<file path="config.mk">
export PLATFORM = sky130hd
export DESIGN_NAME = rpn_stack_mem
export DESIGN_NICKNAME = d
export VERILOG_FILES = /design/src/sv/rpn_pkg.sv /design/src/sv/rpn_stack_mem.sv
export SDC_FILE = /design/constraint.sdc
export NUM_CORES = 2
export LEC_CHECK = 0
export BUFFER_PORTS_ARGS = -buffer_cell sky130_fd_sc_hd__clkbuf_2
export CORE_AREA = 10 10 734 736
export CTS_CLUSTER_DIAMETER = 50
export CTS_CLUSTER_SIZE = 40
export DETAILED_ROUTE_END_ITERATION = 6
export DIE_AREA = 0 0 744 746
export HOLD_SLACK_MARGIN = 0.05
export SLEW_MARGIN = 10
export SYNTH_ARGS = -nofsm -noshare
export SYNTH_HDL_FRONTEND = slang
export SYNTH_SLANG_ARGS = --single-unit
export TNS_END_PERCENT = 30
</file>
<file path="constraint.sdc">
create_clock -name clk_i -period 4.22 [get_ports clk_i]
set_clock_uncertainty 0.2 [all_clocks]
set_input_delay 0.844 -clock clk_i [delete_from_list [all_inputs] [get_ports clk_i]]
set_output_delay 0.844 -clock clk_i [all_outputs]
set_load 0.005 [all_outputs]
</file>
<file path="src/sv/rpn_pkg.sv">
// ----------------------------------------------------------------------------
// rpn_pkg
// Shared types and constants for the RPN stack calculator.
// ----------------------------------------------------------------------------
package rpn_pkg;

  localparam int STACK_DEPTH = 128;
  localparam int FRAC_BITS   = 16;

  localparam int ADDR_W     = $clog2(STACK_DEPTH);
  localparam int SP_W       = $clog2(STACK_DEPTH + 1);
  localparam int DIVIDEND_W = 32 + FRAC_BITS;
  localparam int DCNT_W     = $clog2(DIVIDEND_W + 1);

  localparam logic [SP_W-1:0] DEPTH_SP = SP_W'(STACK_DEPTH);

  // token codes
  localparam logic [2:0] MODE_PUSH  = 3'd0;
  localparam logic [2:0] MODE_ADD   = 3'd1;
  localparam logic [2:0] MODE_SUB   = 3'd2;
  localparam logic [2:0] MODE_MUL   = 3'd3;
  localparam logic [2:0] MODE_DIV   = 3'd4;
  localparam logic [2:0] MODE_REM   = 3'd5;
  localparam logic [2:0] MODE_PRINT = 3'd6;

  // status codes
  localparam logic [2:0] ST_OK      = 3'd0;
  localparam logic [2:0] ST_FULL    = 3'd1;
  localparam logic [2:0] ST_EMPTY   = 3'd2;
  localparam logic [2:0] ST_DIVZERO = 3'd3;
  localparam logic [2:0] ST_MODZERO = 3'd4;

  typedef struct packed {
    logic [2:0]         mode;
    logic signed [31:0] operand_value;
  } in_item_t;

  typedef struct packed {
    logic signed [31:0] result_value;
    logic               result_valid;
    logic [2:0]         status;
    logic [7:0]         stack_depth;
  } out_item_t;

  typedef struct packed {
    logic              we;
    logic [ADDR_W-1:0] waddr;
    logic [31:0]       wdata;
    logic              re;
    logic [ADDR_W-1:0] raddr;
  } mem_req_t;

  typedef struct packed {
    logic        start;
    logic        is_rem;
    logic [31:0] dividend;
    logic [31:0] divisor;
  } div_req_t;

  typedef struct packed {
    logic        done;
    logic [31:0] value;
  } div_rsp_t;

endpackage

</file>
<file path="src/sv/rpn_stack_mem.sv">
// ----------------------------------------------------------------------------
// rpn_stack_mem
// Value stack storage: one write port, one read port, registered read data.
// ----------------------------------------------------------------------------
module rpn_stack_mem (
  input  logic              clk_i,
  input  rpn_pkg::mem_req_t req_i,
  output logic [31:0]       rdata_o
);

  logic [31:0] mem_q [rpn_pkg::STACK_DEPTH];
  logic [31:0] rdata_q;

  always_ff @(posedge clk_i) begin
    if (req_i.we) begin
      mem_q[req_i.waddr] <= req_i.wdata;
    end
    if (req_i.re) begin
      rdata_q <= mem_q[req_i.raddr];
    end
  end

  assign rdata_o = rdata_q;

endmodule

</file>
# Yosys cells after proc, flatten, opt, wreduce, memory -nomap -nowiden
# Memory sizes are Yosys's and may differ from the RTL's. A register that Yosys moved wholly into a read port is not among the register bits.
# Index checks and enable logic that the tools add are counted.
word_totals:
  in_bits: 49
  register_bits: 0
  mem_bits_rw: 4096
  out_inout_bits: 32
  n_memories: 1
memory_table:
  columns: ["name", "words", "width", "read_ports", "rd_clocked_by_memory_dff", "write_ports", "line", "source"]
  rows:
  - ["mem_q", 128, 32, 1, 1, 1, "rpn_stack_mem.sv:11", "logic [31:0] mem_q [rpn_pkg::STACK_DEPTH];"]
op_classes:
  muxes: 2
ops:
  columns: ["operator", "count"]
  rows:
  - ["$mux 1", 2]

# Logic depth before layout (Yosys ltp)
depth:
  word_depth: 2
  ltp_mapped: 8
  mapped_depth_nobuf: 4

# Least setup slack after synthesis
# Ideal clock, no wire load.
synth_timing:
  path_type: "input to register"
  from: "input req_i[47] (netlist bit)"
  to: "memory mem_q[98][0], enable pin"
  cell_stages: 3
  setup_time_ns: 0.461
  arrival_ns: 3.622
  required_ns: 3.559
  setup_slack_ns: -0.063
  path_cell_list: "clkbuf_1 -> nand4_1 -> nor3_1"
synth_via:
  elab_chain_len: 2
synth_rtl:
  columns: ["item", "line", "source"]
  rows:
  - ["from (decl)", "rpn_stack_mem.sv:7", "input rpn_pkg::mem_req_t req_i,"]
  - ["$mux 1", "rpn_stack_mem.sv:15", "if (req_i.we) begin"]
  - ["$mux 1 (not written as such)", "rpn_stack_mem.sv:16", "mem_q[req_i.waddr] <= req_i.wdata;"]
  - ["to (decl)", "rpn_stack_mem.sv:11", null]
# No other way between the ends.

==> flow_summary_export.csv <==
group,metric,value,unit
outcome,outcome,"finished, final reports clean",
power,p_per_area,469,nW/um^2
layout,fin_nets,6625,
timing,worstMarginPinSlew,1220,ps
power,vdd_drop_max,0.356,mV
yosys,syn_avg_cell_area,26.1,um^2
routing,wl,446000,um
placement,placed_cells,13200,
power,pwr-share-comb,5.5,%
die,die_x,744,um
clock_network,cts_resized,0,
yosys,syn_nets,6039,
setup_path,startpoint_type,"input pin",
clock_network,clkLatencyLatePin,1000,ps
timing,min_period,3540,ps
layout,area_delta_synth_final,18.1,%
min_path,hold_class,"input pin to flop",
timing,rsz0062_at_grt,"no",
die,die_h,746,um
routing,antenna_left,0,
timing,whs,159,ps
die,pin_count,81,
clock_network,cts_setup_buffers,0,
clock_network,cts_buffers,379,
yosys,synthDistinctLibCells,16,
yosys,syn_area,157000,um^2
global_routing,grt-ovfl-total,0,
power,p_seq_share,52.3,%
placement,dp_hpwl,255000,um
yosys,synth_area_leaders,"edfxtp_1 (79%), mux4_2 (19%), clkbuf_1 (0.44%), nor2_1 (0.29%), buf_2 (0.25%)",
clock_network,clk_pin_slew,80,ps
global_routing,grt_max_degree,129,
global_routing,antenna_found_initial,76,
power,p_total,0.0868,W
die,rows,266,
routing,vias_per_cell,5.20,
clock_network,h-tree-depth,5,
routing,drc,0,
setup_path,required,4710,ps
clock_network,clk_path_buf_depth,4,
routing,dr_total_vias,72400,
yosys,yosysTopAreaCellShare,79.2,%
timing,period_share,83.8,%
global_routing,grt_pass1_vias,73100,
timing,slew_headroom,18.4,%
setup_path,rrSetupSlack,1180,ps
timing,setup_viol,0,
setup_path,worstSetupEndpointType,"flop",
clock_network,hold_buffers,0,
setup_path,critPathKind,"input pin to flop",
clock_network,clock_sinks,4128,
setup_path,path_max_fanout,26,
yosys,syn_inst,5990,
flow_run,drv_cap,0,
clock_network,cts_tree,"done",
setup_path,crit_end,"rdata_o[18]",
global_routing,track_usage,15.7,%
die,core,524000,um^2
routing,dr.pass1.iters,5,
power,p_leak,55.9,nW
layout,final_util,35.3,%
timing,hold_violations,0,
power,swShare,23.4,%
layout,layout-drive-gt1-share,39.5,%
yosys,synth_largest_area_cell,"edfxtp_1",
setup_path,reg2reg_to,"rdata_o[18]",
layout,finalNonFillerCells,13900,
setup_path,r2r_cells,4,
routing,dr.first_iter.drc_count,11200,
power,intPower,0.0665,W
setup_path,reg2reg_from,"mem_q[69][18]",
setup_path,setup.worst_path.start,"req_i[0]",
yosys,synth-seq-cells,4128,
global_routing,grt_pass1_wl,613000,um
power,pwr-share-clk,42.2,%
power,switchingPower,0.0203,W
timing,slew_viol_final,0,
die,start_util,29.9,%
timing,fmax,283,MHz
placement,io_buffer_count,80,
layout,n_fill_cell,47100,
die,die_area,555000,um^2
clock_network,cts_root_buf,"clkbuf_16",
yosys,synth-seq-area-share,79.2,%
yosys,ys_warn_count,0,
placement,routabilityCongestion,0.805,
setup_path,arrival,4030,ps
routing,detail_route.wl_per_cell,32.1,um
[kinds of logic after synthesis]
logic type / share of synthesized area [%]
muxes: 19.6
and+or+nand+nor: 0.445
DFF: 79.2
buffers and inverters: 0.837
[worst min-delay path by stage]
stage                        startpoint       endpoint  cells past startpoint
after detailed placement  mem_q[94][11]    rdata_o[11]                      4
after floorplan                req_i[8]    mem_q[0][0]                      0
after CTS                     req_i[30]  mem_q[64][22]                      1
after global routing          req_i[30]  mem_q[64][22]                      1
after global placement    mem_q[94][11]    rdata_o[11]                      4
final                         req_i[30]  mem_q[68][22]                      1
[metal layers]
layer	up-vias	track usage [%]	part of all wire [%]
met5	-	0	0.030
met4	22	4.68	3.1
met3	634	3.81	11
met2	3992	25.1	48
met1	40000	21.2	38
li1	27800	-	-
[power by group through the flow]
stage	sequential, W	clock [W]	combinational (W)
global route	0.0454	0.0388	0.00491
detailed placement	0.0463	0	0.00476
floorplan	0.0462	0	0.00219
CTS	0.0454	0.0372	0.00477
finish	0.0454	0.0367	0.00473
global placement	0.0463	0	0.00467
[synth_stat cells, drive strengths merged]
cell type,count
buf,134
nor2b,7
nand4,3
clkbuf,182
nand2,14
nor2,122
edfxtp,4128
mux2,32
nand3,12
or3,1
mux4,1344
nor3,9
nand2b,2
[placed cells by master (no fill, tap or decap), types with 37 or more instances in the layout]
| master | instances |
|---|---|
| edfxtp_1 | 4128 |
| mux4_2 | 1344 |
| clkbuf_16 | 386 |
| buf_4 | 272 |
| buf_12 | 203 |
| nor2_4 | 119 |
| inv_6 | 84 |
| inv_8 | 50 |
| clkinv_8 | 49 |
| clkbuf_2 | 42 |
| diode_2 | 38 |
| clkinv_4 | 37 |
[worst max-delay path, stage by stage]
cell and delay (ps):
buf_12 200, buf_12 270, buf_12 270, buf_4 220
mux4_2 510, mux4_2 540, mux4_2 720, mux2_2 340
[state kept, by name (all words and copies together) (netlist names)]
| register | count |
|---|---|
| rdata_o | 32 |
| mem_q | 4096 |
[per-stage QoR]
step | setup TNS, ps | instance area (um^2) | setup WS, ps
final | 0 | 185000 | 684
after global routing | 0 | 185000 | 651
after CTS | 0 | 185000 | 746
after detailed placement | -2480 | 171000 | -278
after global placement | -2230 | 171000 | -252
after floorplan | -7480 | 157000 | -62.7
[final cells by class]
cell class,count,area [um^2],area share [%]
repair buffers,521,6370,3.45
multi-input cells,1546,32300,17.5
clock inverters,321,3850,2.08
well taps,6968,8720,4.71
flip-flops and latches,4128,124000,67.0
clock buffers,392,9680,5.23
diodes,38,95.1,0.0514
(Power assumes the default switching activity.)
