$ cat config.mk
export PLATFORM = sky130hd
export DESIGN_NAME = rpn_divider
export DESIGN_NICKNAME = d
export VERILOG_FILES = /design/src/sv/rpn_pkg.sv /design/src/sv/rpn_divider.sv
export SDC_FILE = /design/constraint.sdc
export NUM_CORES = 1
export LEC_CHECK = 0
export ABC_AREA = 1
export BUFFER_PORTS_ARGS = -buffer_cell sky130_fd_sc_hd__buf_2
export CAP_MARGIN = 20
export CORE_MARGIN = 2
export CORE_UTILIZATION = 30
export CTS_CLUSTER_SIZE = 30
export DETAILED_ROUTE_END_ITERATION = 7
export PLACE_DENSITY = 0.54
export SLEW_MARGIN = 20
export SYNTH_ARGS = -nofsm -noshare
export SYNTH_HDL_FRONTEND = slang
export SYNTH_SLANG_ARGS = --single-unit
$ cat constraint.sdc
create_clock -name clk_i -period 2.7 [get_ports clk_i]
set_input_delay 0.27 -clock clk_i [delete_from_list [all_inputs] [get_ports clk_i]]
set_output_delay 0.27 -clock clk_i [all_outputs]
set_load 0.02 [all_outputs]
$ cat src/sv/rpn_pkg.sv
// ----------------------------------------------------------------------------
// rpn_pkg
// Shared types and constants for the RPN stack calculator.
// ----------------------------------------------------------------------------
package rpn_pkg;

  localparam int STACK_DEPTH = 128;
  localparam int FRAC_BITS   = 16;

  localparam int ADDR_W     = $clog2(STACK_DEPTH);
  localparam int SP_W       = $clog2(STACK_DEPTH + 1);
  localparam int DIVIDEND_W = 32 + FRAC_BITS;
  localparam int DCNT_W     = $clog2(DIVIDEND_W + 1);

  localparam logic [SP_W-1:0] DEPTH_SP = SP_W'(STACK_DEPTH);

  // token codes
  localparam logic [2:0] MODE_PUSH  = 3'd0;
  localparam logic [2:0] MODE_ADD   = 3'd1;
  localparam logic [2:0] MODE_SUB   = 3'd2;
  localparam logic [2:0] MODE_MUL   = 3'd3;
  localparam logic [2:0] MODE_DIV   = 3'd4;
  localparam logic [2:0] MODE_REM   = 3'd5;
  localparam logic [2:0] MODE_PRINT = 3'd6;

  // status codes
  localparam logic [2:0] ST_OK      = 3'd0;
  localparam logic [2:0] ST_FULL    = 3'd1;
  localparam logic [2:0] ST_EMPTY   = 3'd2;
  localparam logic [2:0] ST_DIVZERO = 3'd3;
  localparam logic [2:0] ST_MODZERO = 3'd4;

  typedef struct packed {
    logic [2:0]         mode;
    logic signed [31:0] operand_value;
  } in_item_t;

  typedef struct packed {
    logic signed [31:0] result_value;
    logic               result_valid;
    logic [2:0]         status;
    logic [7:0]         stack_depth;
  } out_item_t;

  typedef struct packed {
    logic              we;
    logic [ADDR_W-1:0] waddr;
    logic [31:0]       wdata;
    logic              re;
    logic [ADDR_W-1:0] raddr;
  } mem_req_t;

  typedef struct packed {
    logic        start;
    logic        is_rem;
    logic [31:0] dividend;
    logic [31:0] divisor;
  } div_req_t;

  typedef struct packed {
    logic        done;
    logic [31:0] value;
  } div_rsp_t;

endpackage

$ cat src/sv/rpn_divider.sv
// ----------------------------------------------------------------------------
// rpn_divider
// Restoring divider, one quotient bit per cycle. Fixed-point quotient with
// saturation, or remainder carrying the dividend's sign.
// ----------------------------------------------------------------------------
module rpn_divider (
  input  logic              clk_i,
  input  logic              rst_ni,
  input  rpn_pkg::div_req_t req_i,
  output rpn_pkg::div_rsp_t rsp_o
);

  localparam int W = rpn_pkg::DIVIDEND_W;

  logic                         busy_q;
  logic                         done_q;
  logic [rpn_pkg::DCNT_W-1:0]   cnt_q;
  logic [W-1:0]                 num_q;
  logic [31:0]                  rem_q;
  logic [31:0]                  dvs_q;
  logic                         is_rem_q;
  logic                         neg_q;
  logic                         sign_a_q;

  logic [31:0] mag_a;
  logic [31:0] mag_b;
  logic [32:0] shifted;
  logic [32:0] diff;
  logic        ge;
  logic        q_ovf;
  logic [31:0] quot;
  logic [31:0] remv;

  assign mag_a = req_i.dividend[31] ? (32'd0 - req_i.dividend) : req_i.dividend;
  assign mag_b = req_i.divisor[31]  ? (32'd0 - req_i.divisor)  : req_i.divisor;

  assign shifted = {rem_q, num_q[W-1]};
  assign diff    = shifted - {1'b0, dvs_q};
  assign ge      = (shifted >= {1'b0, dvs_q});

  always_ff @(posedge clk_i or negedge rst_ni) begin
    if (!rst_ni) begin
      busy_q <= 1'b0;
      done_q <= 1'b0;
      cnt_q  <= '0;
    end else begin
      done_q <= busy_q && (cnt_q == rpn_pkg::DCNT_W'(1));
      if (req_i.start) begin
        busy_q <= 1'b1;
        cnt_q  <= rpn_pkg::DCNT_W'(W);
      end else if (busy_q) begin
        cnt_q <= cnt_q - rpn_pkg::DCNT_W'(1);
        if (cnt_q == rpn_pkg::DCNT_W'(1)) begin
          busy_q <= 1'b0;
        end
      end
    end
  end

  always_ff @(posedge clk_i) begin
    if (req_i.start) begin
      // remainder runs on the unscaled magnitude
      num_q    <= req_i.is_rem ? W'(mag_a) : (W'(mag_a) << rpn_pkg::FRAC_BITS);
      rem_q    <= '0;
      dvs_q    <= mag_b;
      is_rem_q <= req_i.is_rem;
      neg_q    <= req_i.dividend[31] ^ req_i.divisor[31];
      sign_a_q <= req_i.dividend[31];
    end else if (busy_q) begin
      rem_q <= ge ? diff[31:0] : shifted[31:0];
      num_q <= {num_q[W-2:0], ge};
    end
  end

  assign q_ovf = |num_q[W-1:31];

  always_comb begin
    if (q_ovf) begin
      quot = neg_q ? 32'h8000_0000 : 32'h7FFF_FFFF;
    end else begin
      quot = neg_q ? (32'd0 - num_q[31:0]) : num_q[31:0];
    end
    remv = sign_a_q ? (32'd0 - rem_q) : rem_q;
  end

  assign rsp_o.done  = done_q;
  assign rsp_o.value = is_rem_q ? remv : quot;

endmodule

# Word level (Yosys, flattened, before mapping)

Index checks and enable logic that the tools add are counted.

Bits in registers: 123
Input bits: 68
Output and inout bits: 33
Word-level logic and storage cells: 38

$add $sub $neg: 6
Order comparisons: 1
Equality and inequality tests: 1
Multiplexer cells: 16
Bitwise operators: 1
Reduce and logical (&&, ||, !) cells: 3

Operators with widths:

| kind                    | number |
|---|---|
| $mux W32                | 7 |
| $mux W48                | 3 |
| $sub A1 B32 Y32 const A | 4 |
| $ge A33 B32 Y1          | 1 |
| $sub A32 B32 Y32        | 1 |
| $mux W31                | 1 |
| $reduce_or A17 Y1       | 1 |
| $mux W6                 | 2 |
| $eq A6 B1 Y1 const B    | 1 |
| $sub A6 B1 Y6 const B   | 1 |
| $mux W1                 | 3 |
| $reduce_bool A2 Y1      | 1 |
| $logic_and A1 B1 Y1     | 1 |
| $xor A1 B1 Y1           | 1 |

# Depth between registers and ports, before layout

Gate-level depths: netlist of run 1.

Depth in word-level cells: 4
Gate-level depth with buffers: 17
Depth with buffers taken out: 16

# Worst setup path before layout of run 1

Ideal clock, no wire load.

Path kind: input port to flip-flop
Start: in req_i[65] (netlist bit)
End: reg num_q[0] (enable)
Setup time: 432 ps
Arrival time: 2095 ps
Data required time: 2268 ps
Slack: 174 ps
Cell stages on the path: 4
Buffers on the path: 2
Cell sequence: buf_2 -> nor2_1 -> inv_1 -> clkbuf_1

Cells in the longest elaborated chain, start to end: 1

RTL lines:

| what                         | line              | text |
|---|---|---|
| start, declared              | rpn_divider.sv:9  | `input rpn_pkg::div_req_t req_i,` |
| $reduce_bool A2 Y1 (no line) | n/a               |  |
| end signal, assigned         | rpn_divider.sv:63 | `num_q <= req_i.is_rem ? W'(mag_a) : (W'(mag_a) << rpn_pkg::FRAC_BITS);` |
| end signal, assigned         | rpn_divider.sv:71 | `num_q <= {num_q[W-2:0], ge};` |
| end, declared                | rpn_divider.sv:18 | `logic [W-1:0] num_q;` |

No other way between the ends.
A chain may end at the register's enable or synchronous reset.

==> results.txt, run 1 <==
----------------------------------------------------
[Yosys]
  Share of async-settable or async-resettable flops after synthesis ... 6.50%
  Area share of the largest cell type after synthesis ... 21.6%
  Count of cell types in the netlist ... 47
  Main synth FF type ... sky130_fd_sc_hd__edfxtp_1
  Synth warn ... 0
  Number of synthesized flops with an enable pin ... 83
  Leading cell types by total area after synthesis ... sky130_fd_sc_hd__edfxtp_1, sky130_fd_sc_hd__nand2_1, sky130_fd_sc_hd__inv_1, sky130_fd_sc_hd__nand3_1, sky130_fd_sc_hd__nor2_1
  Netlist area before placement ... approximately 12000 um2
  Most frequent cells after synthesis ... sky130_fd_sc_hd__nand2_1, sky130_fd_sc_hd__inv_1, sky130_fd_sc_hd__nand3_1
  Instance count of the mapped netlist ... 1846
  Syn nets ... roughly 2.0k
  Mean instance size in the synthesized netlist ... 6.24 um2
  Cell taking the most area after synthesis ... sky130_fd_sc_hd__edfxtp_1
  Library cell with the highest instance count after synthesis ... sky130_fd_sc_hd__nand2_1
  Flip-flop and latch count after synthesis ... approximately 120
  Portion of the post-synthesis area used by sequential elements ... 28.9%

[STA]
  Period minus WS final ... approximately 2700 ps
  Pins over their slew limit ... 0
  Hold Violations, Final ... 0
  Final TNS setup ... -11.8 ps
  Actual slew at the worst max-slew pin ... between 700 and 800 ps
  Period Utilization, post-route ... 100%
  Unrepaired setup endpoints after global routing ... yes
  Final Worst Setup Slack ... -11.8 ps
  Headroom to the max-slew limit ... 52.3%
  Fin Clk Skew ... 11.5 ps
  Final-report setup violation count ... 1
  Highest clock rate ... about 370 MHz

[Power]
  Highest ir drop seen on vdd ... 537 uV
  Sequential power share ... 23.4%
  Clock network fraction of total power ... ~18%
  Power share of the combinational group ... between 50% and 60%
  Reported leakage power ... 6.86 nW
  P_sw ... 6.33 mW
  Internal Dissipation ... 6.22 mW
  Overall power after layout ... roughly 13 mW
  Power density normalized to cell area ... a little over 900 nW/um2
  Switching share of power ... ~50%

[Cells and area]
  Non-filler cells, final ... 2491
  Post-layout instance area ... roughly 14000 um2
  Final-stage net count ... 2074
  Area taken by multi-input logic gates ... approximately 7100 um2
  Storage element area ... approximately 3300 um2
  Area growth from synthesis to final layout ... 20.0%
  Number of diodes added for antenna fixing ... 0
  Layout cells sized above 1 ... about 15%
  Number of fillers in the final layout ... 4082

[Route]
  Avg WL per Cell ... about 17 um
  Detailed router's first-iteration violation count ... approximately 1.0k
  Remaining antenna violation count ... 0
  Total vias in the final route ... approximately 12k
  Router iterations before antenna repair ... 6
  Total Wirelength ... roughly 41 mm
  Number of DRC violations after detailed routing ... 0
  Detail-routed via count per cell ... ~4.9

[Clock network]
  Largest buffer count on any clock path ... 2
  Clk slew on worst S/H paths ... approximately 70 ps
  Insertion delay of the later-clocked pin in the worst-skew pair ... 440 ps
  Number of clock sinks seen by CTS ... 123
  TritonCTS clock tree ... done
  Clock buffer count from CTS ... 17
  H-tree depth ... 4
  CTS Root Cell ... sky130_fd_sc_hd__clkbuf_16

[Hold path]
  Type of the tightest min-delay check ... input port to register

[Global routing]
  First-pass GRT wire length ... 64.4 mm
  Remaining global-route overflow ... 0
  Antenna violations before repair ... 0
  All-Layer GR Usage ... 21.2%
  Largest net degree at the start of global routing ... 38
  Number of global-route vias before repair ... approximately 11k

[Placed design]
  Placer's final routability congestion estimate ... 0.909
  Placement Setup Slack ... -17.7 ps
  HPWL after detailed placement ... 33.6 mm
  I/O Buffers ... 100
  Placed standard-cell area ... about 13000 um2
  Placed Cells ... between 2k and 2.5k

[Setup path]
  Crit-path cells ... inv_2, ha_4, nand3_4, nor2_4, buf_4, buf_6, buf_4, buf_4, buf_4, buf_4, nand2_2, nand2_1, nand3_1, nand3_2, nand2_2, buf_6
  Critical Path End Type ... primary output
  CP bufs+invs ... 8
  Cell family with the largest share of critical-path delay ... buffers and inverters
  Startpoint type of the worst setup path ... register
  Most numerous cell on the critical path ... sky130_fd_sc_hd__buf_4
  WP data required ... 2430 ps
  Maximum fanout count along the critical path ... 4
  Critical Path Max Stage Delay ... 380 ps
  CP arrival ... 2440 ps
  Start-to-end type of the worst setup path ... register to primary output
  CP max-delay cell ... sky130_fd_sc_hd__edfxtp_1

[Floorplan]
  Ports ... 101
  Die width ... 200 um
  Initial cell density of the core ... 30.5%
  Site Rows ... 71
  Height of the die ... 200 um
  Die area ... around 40000 um2
  CORE AREA ... 37800 um2

[Status]
  Violated checks ... setup timing
  Status ... finished with violations

[Job]
  Maximum capacitance violations ... 0

----------------------------------------------------
-- path summary, 6_finish.rpt --
| check | startpoint | end | slack (ps) | depth (start not counted) |
|---|---|---|---|---|
| max reg2reg | rem_q[5]$_SDFFE_PP0P_ | rem_q[2]$_SDFFE_PP0P_ | 200 | 14 |
| min in group asynchronous | rst_ni | busy_q$_DFF_PN0_ | 210 | 2 |
| max in group asynchronous | rst_ni | done_q$_DFF_PN0_ | 2310 | 2 |
| min | req_i[64] | is_rem_q$_DFFE_PP_ | 90 | 1 |
| min reg2reg | rem_q[31]$_SDFFE_PP0P_ | rem_q[31]$_SDFFE_PP0P_ | 480 | 2 |
| max | num_q[0]$_DFFE_PP_ | rsp_o[8] | -10 | 16 |
-- worst register-to-register path, delay by kind of cell, from the launching register on --
family / cells / cell delay [ps]
AO/OA/AOI/OAI: 1 / 70
adder cells (fa/ha/maj): 1 / 340
buffers and inverters: 2 / 370
flip-flops: 1 / 520
AND/OR/NAND/NOR: 10 / 1080
-- registers in the layout, summed over array words and instances, names as in the netlist --
name and flops:
sign_a_q 1, busy_q 1, cnt_q 6, done_q 1, dvs_q 32, num_q 48
is_rem_q 1, neg_q 1, rem_q 32
-- power by group through the flow --
stage               registers (mW)  clock network (mW)  logic (mW)
finish                        2.94                2.27        7.34
global route                  2.98                2.39        8.16
CTS                           2.92                2.30        7.00
detailed placement            2.95                   0        6.71
global placement              2.94                   0        6.71
floorplan                     2.75                   0        4.85
-- what timing repair did --
| action | CTS | global route |
|---|---|---|
| gates resized for setup | 53 | 77 |
| endpoints found under the setup margin | 31 | 30 |
| setup buffers | 14 | 10 |
| pin swaps | 7 | 16 |
| endpoints found under the hold margin | 8 | 0 |
| hold buffers | 1 | 0 |
-- layout make-up --
| type | count | share of cell area [%] |
|---|---|---|
| clock buffer | 18 | 3.10 |
| clock inverter | 14 | 0.995 |
| inverter | 301 | 8.30 |
| multi-input combinational | 1370 | 51.5 |
| sequential | 123 | 24.1 |
| tap | 511 | 4.62 |
| timing repair buffer | 154 | 7.32 |
-- cell usage in the layout, fill, tap and decap left out, types with 20 or more instances in the layout --
cell | synthesis | layout
sky130_fd_sc_hd__o21ai_1 | 16 | 24
sky130_fd_sc_hd__ha_1 | 38 | 36
sky130_fd_sc_hd__dfxtp_1 | 32 | 31
sky130_fd_sc_hd__nor3_1 | 27 | 24
sky130_fd_sc_hd__nor2_2 | 11 | 20
sky130_fd_sc_hd__edfxtp_1 | 83 | 83
sky130_fd_sc_hd__xor2_1 | 52 | 52
sky130_fd_sc_hd__nor2_1 | 177 | 160
sky130_fd_sc_hd__a21oi_1 | 60 | 59
sky130_fd_sc_hd__buf_4 | 3 | 56
sky130_fd_sc_hd__o21ai_0 | 95 | 82
sky130_fd_sc_hd__xnor2_1 | 26 | 26
sky130_fd_sc_hd__nand2_1 | 560 | 546
sky130_fd_sc_hd__inv_1 | 293 | 287
sky130_fd_sc_hd__nand4_1 | 20 | 20
sky130_fd_sc_hd__buf_2 | 13 | 83
sky130_fd_sc_hd__nand3_1 | 191 | 182
-- kinds of logic after synthesis --
logic type | count (synthesis) | synth area share (%)
compound gates | 215 | 10.3
flops | 123 | 28.9
fa+ha+maj | 39 | 4.30
simple gates | 1038 | 38.6
buf+inv | 353 | 11.9
xor+xnor | 78 | 5.93
-- per-stage QoR --
stage	hold slack [ps]	utilization (%)
3_5_place_dp	131	33.5
4_1_cts	74.0	35.8
6_report	87.8	36.6
5_1_grt	67.0	36.6
2_1_floorplan	-25.6	-
3_3_place_gp	126	33.5
-- layer usage --
layer | global-route usage, % | up-vias | wire length (um) | share of wire [%]
li1 | - | 6165 | - | -
met5 | 0 | - | 0 | 0
met3 | 4.13 | 42 | 2480 | 6.0
met4 | 5.98 | 0 | 803 | 1.9
met1 | 29.6 | 5726 | 19900 | 48
met2 | 33.2 | 350 | 18300 | 44
Power figures use the tool's default switching activity.
==> inputs of run 2 (changes only) <==
==> constraint.sdc (replaced) <==
create_clock -name clk_i -period 3.16 [get_ports clk_i]
set_input_delay 0.316 -clock clk_i [delete_from_list [all_inputs] [get_ports clk_i]]
set_output_delay 0.316 -clock clk_i [all_outputs]
set_load 0.02 [all_outputs]
==> run 2 against run 1 <==
Compared with the run above:
- the run now ends clean
- critical path depth decreased by 6
- non-clock buffer count is 34 lower
- combinational power down 22%
- routed wire length down 3.0%
- largest power group unchanged
- utilization down 1.5 points
- total power decreased by 18%
- clock power is 7% lower
- largest cell class unchanged
- clock skew up 5.1 ps
==> results.txt, run 2 (same netlist as run 1, synthesis figures left out) <==
----------------------------------------------------
[Power]
  Overall power after layout ... 10.3 mW (-18%)
  Power density normalized to cell area ... 781 nW/um2 (-14%)
  Highest ir drop seen on vdd ... 514 uV (-4.3%)
  Reported leakage power ... 6.62 nW (-3.5%)

[STA]
  Highest clock rate ... 330 MHz
  Period Utilization, post-route ... 96.0%
  Hold Violations, Final ... 0 (unchanged)
  Final Worst Setup Slack ... 127 ps (+139 ps)
  Final TNS setup ... 0 ps (+11.8 ps)
  Final-report setup violation count ... 0 (-1)
  Fin Clk Skew ... 16.7 ps (+5.15 ps)
  Pins over their slew limit ... 0 (unchanged)
  Headroom to the max-slew limit ... 50.2% (-2.1 points)
  Unrepaired setup endpoints after global routing ... yes
  Actual slew at the worst max-slew pin ... 746 ps (+31.7 ps)
  Period minus WS final ... 3030 ps

[Clock network]
  CTS Root Cell ... sky130_fd_sc_hd__clkbuf_16
  TritonCTS clock tree ... done
  H-tree depth ... 4 (unchanged)
  Largest buffer count on any clock path ... 2 (unchanged)
  Clk slew on worst S/H paths ... 70 ps (about the same)
  Clock buffer count from CTS ... 17 (unchanged)
  Insertion delay of the later-clocked pin in the worst-skew pair ... 460 ps (+20 ps)
  Number of clock sinks seen by CTS ... 123 (unchanged)

[Setup path]
  WP data required ... 2840 ps (+410 ps)
  CP arrival ... 2720 ps (+280 ps)
  Start-to-end type of the worst setup path ... register to primary output
  Critical Path End Type ... primary output
  Maximum fanout count along the critical path ... 6 (+2)
  Startpoint type of the worst setup path ... register

[Status]
  Status ... complete, no violations

[Placed design]
  Placer's final routability congestion estimate ... 0.917 (+0.81%)
  HPWL after detailed placement ... 32.8 mm (-2.4%)
  Placement Setup Slack ... 531 ps (+548 ps)
  I/O Buffers ... 100 (unchanged)

[Global routing]
  Number of global-route vias before repair ... 11.0k (-3.3%)
  Most Crowded Layer GR ... met2
  Largest net degree at the start of global routing ... 69 (+82%)
  Remaining global-route overflow ... 0 (unchanged)
  Antenna violations before repair ... 1 (+1)
  First-pass GRT wire length ... 61.7 mm (-4.1%)
  Global-route track usage on met1 ... 29.1% (-0.54 points)
  All-Layer GR Usage ... 20.4% (-0.81 points)
  GR Layer Usage met3 ... 3.46% (-0.67 points)
  Met2 GRT Util ... 31.8% (-1.4 points)

[Cells and area]
  Largest registers ... num_q (48), dvs_q (32), rem_q (32)
  Most common library cell in the layout ignoring fill and taps ... sky130_fd_sc_hd__nand2_1
  Number of flip-flops in the largest register ... 48 (unchanged)
  Area growth from synthesis to final layout ... 15.0%
  Area taken by multi-input logic gates ... 6860 um2 (-3.8%)
  Number of fillers in the final layout ... 4206 (+3.0%)
  Share of the core filled with cells ... 35.1% (-1.5 points)
  Final-stage net count ... 2040 (-1.6%)
  Leading cell types in the layout, fill and taps excluded ... sky130_fd_sc_hd__nand2_1, sky130_fd_sc_hd__inv_1, sky130_fd_sc_hd__nand3_1
  Storage element area ... 3330 um2 (about the same)
  Number of diodes added for antenna fixing ... 0 (unchanged)
  Layout cells sized above 1 ... 10.4% (-4.2 points)
  Register with the most flip-flops ... num_q

[Floorplan]
  Ports ... 101 (unchanged)
  Site Rows ... 71 (unchanged)
  Height of the die ... 200 um (unchanged)
  Die area ... 40000 um2 (unchanged)
  Die width ... 200 um (unchanged)
  CORE AREA ... 37800 um2 (unchanged)
  Initial cell density of the core ... 30.5% (unchanged)

[Route]
  Total Wirelength ... 40.2 mm (-3.0%)
  Router iterations before antenna repair ... 5 (-1)
  Number of DRC violations after detailed routing ... 0 (unchanged)
  Remaining antenna violation count ... 0 (unchanged)
  Detail-routed via count per cell ... 4.92 (-0.32%)
  Total vias in the final route ... 12.1k (-1.7%)
  Avg WL per Cell ... 16.4 um (-1.6%)
  Detailed router's first-iteration violation count ... 872 (-16%)

[Job]
  Maximum capacitance violations ... 0 (unchanged)

[Hold path]
  Type of the tightest min-delay check ... input port to register

----------------------------------------------------
-- run 2: cell count changes in the layout (fill, tap and decap cells not counted), sizes merged --
cell and delta:
buf -33, inv +6, clkinv -4, clkbuf -2, clkinvlp -2, bufinv +1
-- run 2: final cells by class --
class	instances	area share, %
clock buffers	17	3.21
inverters	301	8.58
flip-flops and latches	123	25.2
clock inverters	15	1.46
multi-input cells	1370	51.7
well taps	511	4.82
repair buffers	120	5.02
-- run 2: per-layer routing --
metal  part of all wire (%)  vias to the layer above
met4                    1.6                        0
met2                     44                      321
met1                     49                     5614
met3                    5.8                       40
met5                      0                        -
li1                       -                     6102
-- run 2: timing repair --
item | 4_1_cts | 5_1_grt
gates resized for setup | 0 | 14
hold buffers | 1 | 0
buffers inserted | 0 | 1
setup endpoints to repair | 0 | 15
hold endpoints to repair | 8 | 0
-- run 2: critical path, cell delays in order, from the launching register on --
cell and delay [ps]:
sky130_fd_sc_hd__dfxtp_1 320, sky130_fd_sc_hd__inv_1 170, sky130_fd_sc_hd__nand3_2 160, sky130_fd_sc_hd__nor3_4 260, sky130_fd_sc_hd__nand3_1 180, sky130_fd_sc_hd__nor2_2 200, sky130_fd_sc_hd__nand2_1 90, sky130_fd_sc_hd__nand3_1 70
sky130_fd_sc_hd__nand2_1 50, sky130_fd_sc_hd__o21ai_0 490, sky130_fd_sc_hd__buf_2 280
-- run 2: final timing paths --
| check | startpoint | endpoint | slack, ps | cells past startpoint |
|---|---|---|---|---|
| min | req_i[0] | dvs_q[0]$_DFFE_PP_ | 90 | 1 |
| min reg2reg | rem_q[31]$_SDFFE_PP0P_ | rem_q[31]$_SDFFE_PP0P_ | 480 | 2 |
| min in group asynchronous | rst_ni | cnt_q[5]$_DFFE_PN0P_ | 250 | 2 |
| max | rem_q[1]$_SDFFE_PP0P_ | rsp_o[21] | 130 | 10 |
| max in group asynchronous | rst_ni | cnt_q[1]$_DFFE_PN0P_ | 2740 | 2 |
| max reg2reg | dvs_q[2]$_DFFE_PP_ | rem_q[6]$_SDFFE_PP0P_ | 560 | 13 |
-- run 2: report_power, final --
group / internal [mW] / switching [mW] / leakage [nW] / total (mW)
registers: 2.08 / 0.445 / 1.25 / 2.52
logic: 1.85 / 3.88 / 5.07 / 5.73
clock network: 1.21 / 0.890 / 0.306 / 2.10
-- run 2: through the flow --
stage | hold slack, ps | cells | area, um2
2_1_floorplan | 20.4 | 1846 | 11500
3_3_place_gp | 173 | 2423 | 12600
3_5_place_dp | 178 | 2423 | 12600
4_1_cts | 75.3 | 2456 | 13200
5_1_grt | 101 | 2457 | 13300
6_report | 89.9 | 2457 | 13300
==> inputs of run 3 (changes only) <==
--- a/config.mk
+++ b/config.mk
@@ -5,9 +5,9 @@
 export SDC_FILE = /design/constraint.sdc
 export NUM_CORES = 1
 export LEC_CHECK = 0
-export ABC_AREA = 1
 export BUFFER_PORTS_ARGS = -buffer_cell sky130_fd_sc_hd__buf_2
 export CAP_MARGIN = 20
+export CORE_ASPECT_RATIO = 1.75
 export CORE_MARGIN = 2
 export CORE_UTILIZATION = 30
 export CTS_CLUSTER_SIZE = 30
==> run 3 against run 2 <==
Compared with the run above:
- the run now ends with setup timing left
- sequential power decreased by 17%
- setup slack worse by 820 ps
- clock skew down 7.7 ps
- total power down 27%
- first-iteration DRC count down 53%
- non-clock buffer count grew 132
- final area is 0.51% lower
- sequential share of layout area is 0.14 points higher
- register-to-register slack got worse by 440 ps
- fmax decreased by 21%
- worst hold slack improved by 28 ps
- critical path type unchanged
==> results.txt, run 3 <==
----------------------------------------------------
[Global routing]
  Number of global-route vias before repair ... 9319 (-15%)
  All-Layer GR Usage ... 18.3% (-2.1 points)
  Remaining global-route overflow ... 0 (unchanged)
  Antenna violations before repair ... 0 (-1)
  Largest net degree at the start of global routing ... 49 (-29%)
  First-pass GRT wire length ... 48.9 mm (-21%)

[Yosys]
  Share of async-settable or async-resettable flops after synthesis ... 6.50% (unchanged)
  Count of cell types in the netlist ... 69 (+47%)
  Library cell with the highest instance count after synthesis ... sky130_fd_sc_hd__nand2_1
  Main synth FF type ... sky130_fd_sc_hd__edfxtp_1
  Mean instance size in the synthesized netlist ... 8.61 um2 (+38%)
  Most frequent cells after synthesis ... sky130_fd_sc_hd__nand2_1, sky130_fd_sc_hd__o21ai_0, sky130_fd_sc_hd__edfxtp_1
  Instance count of the mapped netlist ... 1126 (-39%)
  Number of synthesized flops with an enable pin ... 83 (unchanged)
  Cell taking the most area after synthesis ... sky130_fd_sc_hd__edfxtp_1
  Leading cell types by total area after synthesis ... sky130_fd_sc_hd__edfxtp_1, sky130_fd_sc_hd__dfxtp_1, sky130_fd_sc_hd__xor2_1, sky130_fd_sc_hd__nand2_1, sky130_fd_sc_hd__xnor2_1
  Portion of the post-synthesis area used by sequential elements ... 34.4% (+5.5 points)
  Area share of the largest cell type after synthesis ... 25.7% (+4.1 points)
  Flip-flop and latch count after synthesis ... 123 (unchanged)
  Syn nets ... 1233 (-37%)
  Netlist area before placement ... 9690 um2 (-16%)
  Synth warn ... 0 (unchanged)

[STA]
  Final TNS setup ... -5500 ps (-5500 ps)
  Pins over their slew limit ... 0 (unchanged)
  Highest clock rate ... 260 MHz (-21%)
  Period Utilization, post-route ... 122% (+26 points)
  Actual slew at the worst max-slew pin ... 687 ps (-59.0 ps)
  Final Worst Setup Slack ... -688 ps (-815 ps)
  Headroom to the max-slew limit ... 54.1% (+3.9 points)
  Hold slack final ... 118 ps (+28.1 ps)
  Unrepaired setup endpoints after global routing ... yes
  Fin Clk Skew ... 9.00 ps (-7.70 ps)
  Final-report setup violation count ... 18 (+18)
  Period minus WS final ... 3850 ps (+815 ps)
  Hold Violations, Final ... 0 (unchanged)

[Cells and area]
  Number of flip-flops in the largest register ... 48 (unchanged)
  Final-stage net count ... 1447 (-29%)
  Leading cell types in the layout, fill and taps excluded ... sky130_fd_sc_hd__buf_4, sky130_fd_sc_hd__nand2_1, sky130_fd_sc_hd__edfxtp_1
  Register with the most flip-flops ... num_q
  Non-filler cells, final ... 1753 (-29%)
  Most common library cell in the layout ignoring fill and taps ... sky130_fd_sc_hd__buf_4
  Largest registers ... num_q (48), dvs_q (32), rem_q (32)
  Area growth from synthesis to final layout ... 36.0%
  Number of diodes added for antenna fixing ... 0 (unchanged)
  Layout cells sized above 1 ... 30.7% (+20 points)

[Setup path]
  Maximum fanout count along the critical path ... 3 (-3)
  CP bufs+invs ... 1 (-1)
  Start-to-end type of the worst setup path ... register to primary output
  Critical Path End Type ... primary output
  Cell family with the largest share of critical-path delay ... simple AND/OR/NAND/NOR gates
  Crit-path cells ... or4_4, or4_4, or3_4, or4_4, or3_4, o31ai_4, xor2_1, mux2i_2, buf_4
  Critical Path Max Stage Delay ... 530 ps (+40 ps)
  WP data required ... 2840 ps (about the same)
  Number of cells traversed by the worst register-to-register path ... 13 (unchanged)
  Capturing point of the worst reg2reg path ... rem_q[14]$_SDFFE_PP0P_
  Slack of the worst reg-to-reg path ... 120 ps (-440 ps)
  CP arrival ... 3530 ps (+810 ps)
  CP max-delay cell ... sky130_fd_sc_hd__or4_4
  Most numerous cell on the critical path ... sky130_fd_sc_hd__or4_4
  Critical R2R Launch ... rem_q[7]$_SDFFE_PP0P_
  Startpoint type of the worst setup path ... register

[Clock network]
  Insertion delay of the later-clocked pin in the worst-skew pair ... 440 ps (-20 ps)
  CTS Root Cell ... sky130_fd_sc_hd__clkbuf_16
  Clk slew on worst S/H paths ... 60 ps (about the same)
  Largest buffer count on any clock path ... 2 (unchanged)
  H-tree depth ... 4 (unchanged)
  Number of clock sinks seen by CTS ... 123 (unchanged)
  Clock buffer count from CTS ... 17 (unchanged)
  TritonCTS clock tree ... done

[Route]
  Router iterations before antenna repair ... 4 (-1)
  Avg WL per Cell ... 18.1 um (+10%)
  Total vias in the final route ... 9409 (-22%)
  Total Wirelength ... 31.7 mm (-21%)
  Number of DRC violations after detailed routing ... 0 (unchanged)
  Remaining antenna violation count ... 0 (unchanged)
  Detailed router's first-iteration violation count ... 407 (-53%)
  Detail-routed via count per cell ... 5.37 (+9.2%)

[Job]
  Maximum capacitance violations ... 0 (unchanged)

[Floorplan]
  Site Rows ... 87 (+23%)
  Ports ... 101 (unchanged)
  CORE AREA ... 32000 um2 (-15%)
  Die area ... 33800 um2 (-15%)
  Initial cell density of the core ... 30.3% (-0.23 points)
  Height of the die ... 242 um (+21%)
  Die width ... 140 um (-30%)

[Hold path]
  Count of cells along the worst hold path ... 1 (unchanged)
  Type of the tightest min-delay check ... input port to register
  Hold Crit Start ... req_i[0]
  Min-Delay Endpoint ... dvs_q[0]$_DFFE_PP_

[Placed design]
  Placed Cells ... 1694 (-30%)
  I/O Buffers ... 100 (unchanged)
  Placer's final routability congestion estimate ... 0.918 (+0.20%)
  HPWL after detailed placement ... 24.5 mm (-25%)

[Power]
  Highest ir drop seen on vdd ... 415 uV (-19%)
  Reported leakage power ... 5.34 nW (-19%)
  Power density normalized to cell area ... 574 nW/um2 (-27%)

[Status]
  Status ... finished with violations
  Violated checks ... setup timing

----------------------------------------------------
[run 3: worst reg2reg max path, delay by kind of cell, from the launching register on]
| family | cells | cell delay (ps) |
|---|---|---|
| DFF | 1 | 310 |
| adders and majority gates | 1 | 380 |
| muxes | 1 | 180 |
| AOI/OAI and AO/OA | 3 | 560 |
| buffers and inverters | 4 | 630 |
| and+or+nand+nor | 4 | 850 |
[run 3: report_power, final]
| group | switching (mW) | total [mW] | internal [mW] |
|---|---|---|---|
| Combinational | 1.79 | 3.33 | 1.54 |
| Clock | 0.753 | 2.15 | 1.40 |
| Sequential | 0.158 | 2.08 | 1.92 |
| Total | 2.70 | 7.56 | 4.86 |
[run 3: metrics by stage]
stage          cell area (um2)  utilization (%)  total power [mW]  setup slack (ps)
2_1_floorplan             9720                -              3.84              -224
3_3_place_gp             11400             35.7              4.81              -304
3_5_place_dp             11400             35.7              4.83              -316
4_1_cts                  12600             39.5              7.29              -764
5_1_grt                  13200             41.2              7.97              -777
6_report                 13200             41.2              7.56              -688
[run 3: final cells by class]
class | count | area, um2
inverter | 65 | 244
clock buffer | 17 | 425
tap | 400 | 500
fill | 3222 | 18800
clock inverter | 15 | 221
multi-input combinational | 881 | 6600
timing repair buffer | 252 | 1860
sequential | 123 | 3330
[run 3: cells by family after synthesis]
logic type,Yosys count,synth area share (%)
AOI/OAI and AO/OA,322,22.7
xor gates and xnor gates,123,11.1
adders and majority gates,39,5.11
buffers and inverters,122,5.06
DFF,123,34.4
muxes,28,2.97
and+or+nand+nor,369,18.7
[run 3: routing by layer]
metal | global-route usage (%) | wire [um] | up-vias
met5 | 0 | 0 | -
met4 | 11.4 | 1660 | 0
met3 | 2.51 | 1040 | 77
met2 | 33.5 | 17100 | 220
met1 | 19.4 | 11900 | 4499
li1 | - | - | 4613
[run 3: repair_timing]
item | CTS | global route
cloned | 0 | 1
endpoints found under the setup margin | 30 | 38
setup buffers | 17 | 20
pin swaps | 38 | 50
hold buffers | 1 | 0
hold endpoints to repair | 8 | 0
gates resized for setup | 117 | 106
[run 3: how the worst max path moves through the flow]
| stage | startpoint | endpoint | slack, ps | cells past startpoint |
|---|---|---|---|---|
| 2_1_floorplan | rem_q[14]$_SDFFE_PP0P_ | rsp_o[31] | -220 | 8 |
| 3_3_place_gp | rem_q[14]$_SDFFE_PP0P_ | rsp_o[31] | -300 | 9 |
| 3_5_place_dp | rem_q[14]$_SDFFE_PP0P_ | rsp_o[31] | -320 | 9 |
| 4_1_cts | rem_q[14]$_SDFFE_PP0P_ | rsp_o[31] | -760 | 9 |
| 5_1_grt | rem_q[14]$_SDFFE_PP0P_ | rsp_o[31] | -780 | 9 |
| 6_report | rem_q[14]$_SDFFE_PP0P_ | rsp_o[31] | -690 | 9 |
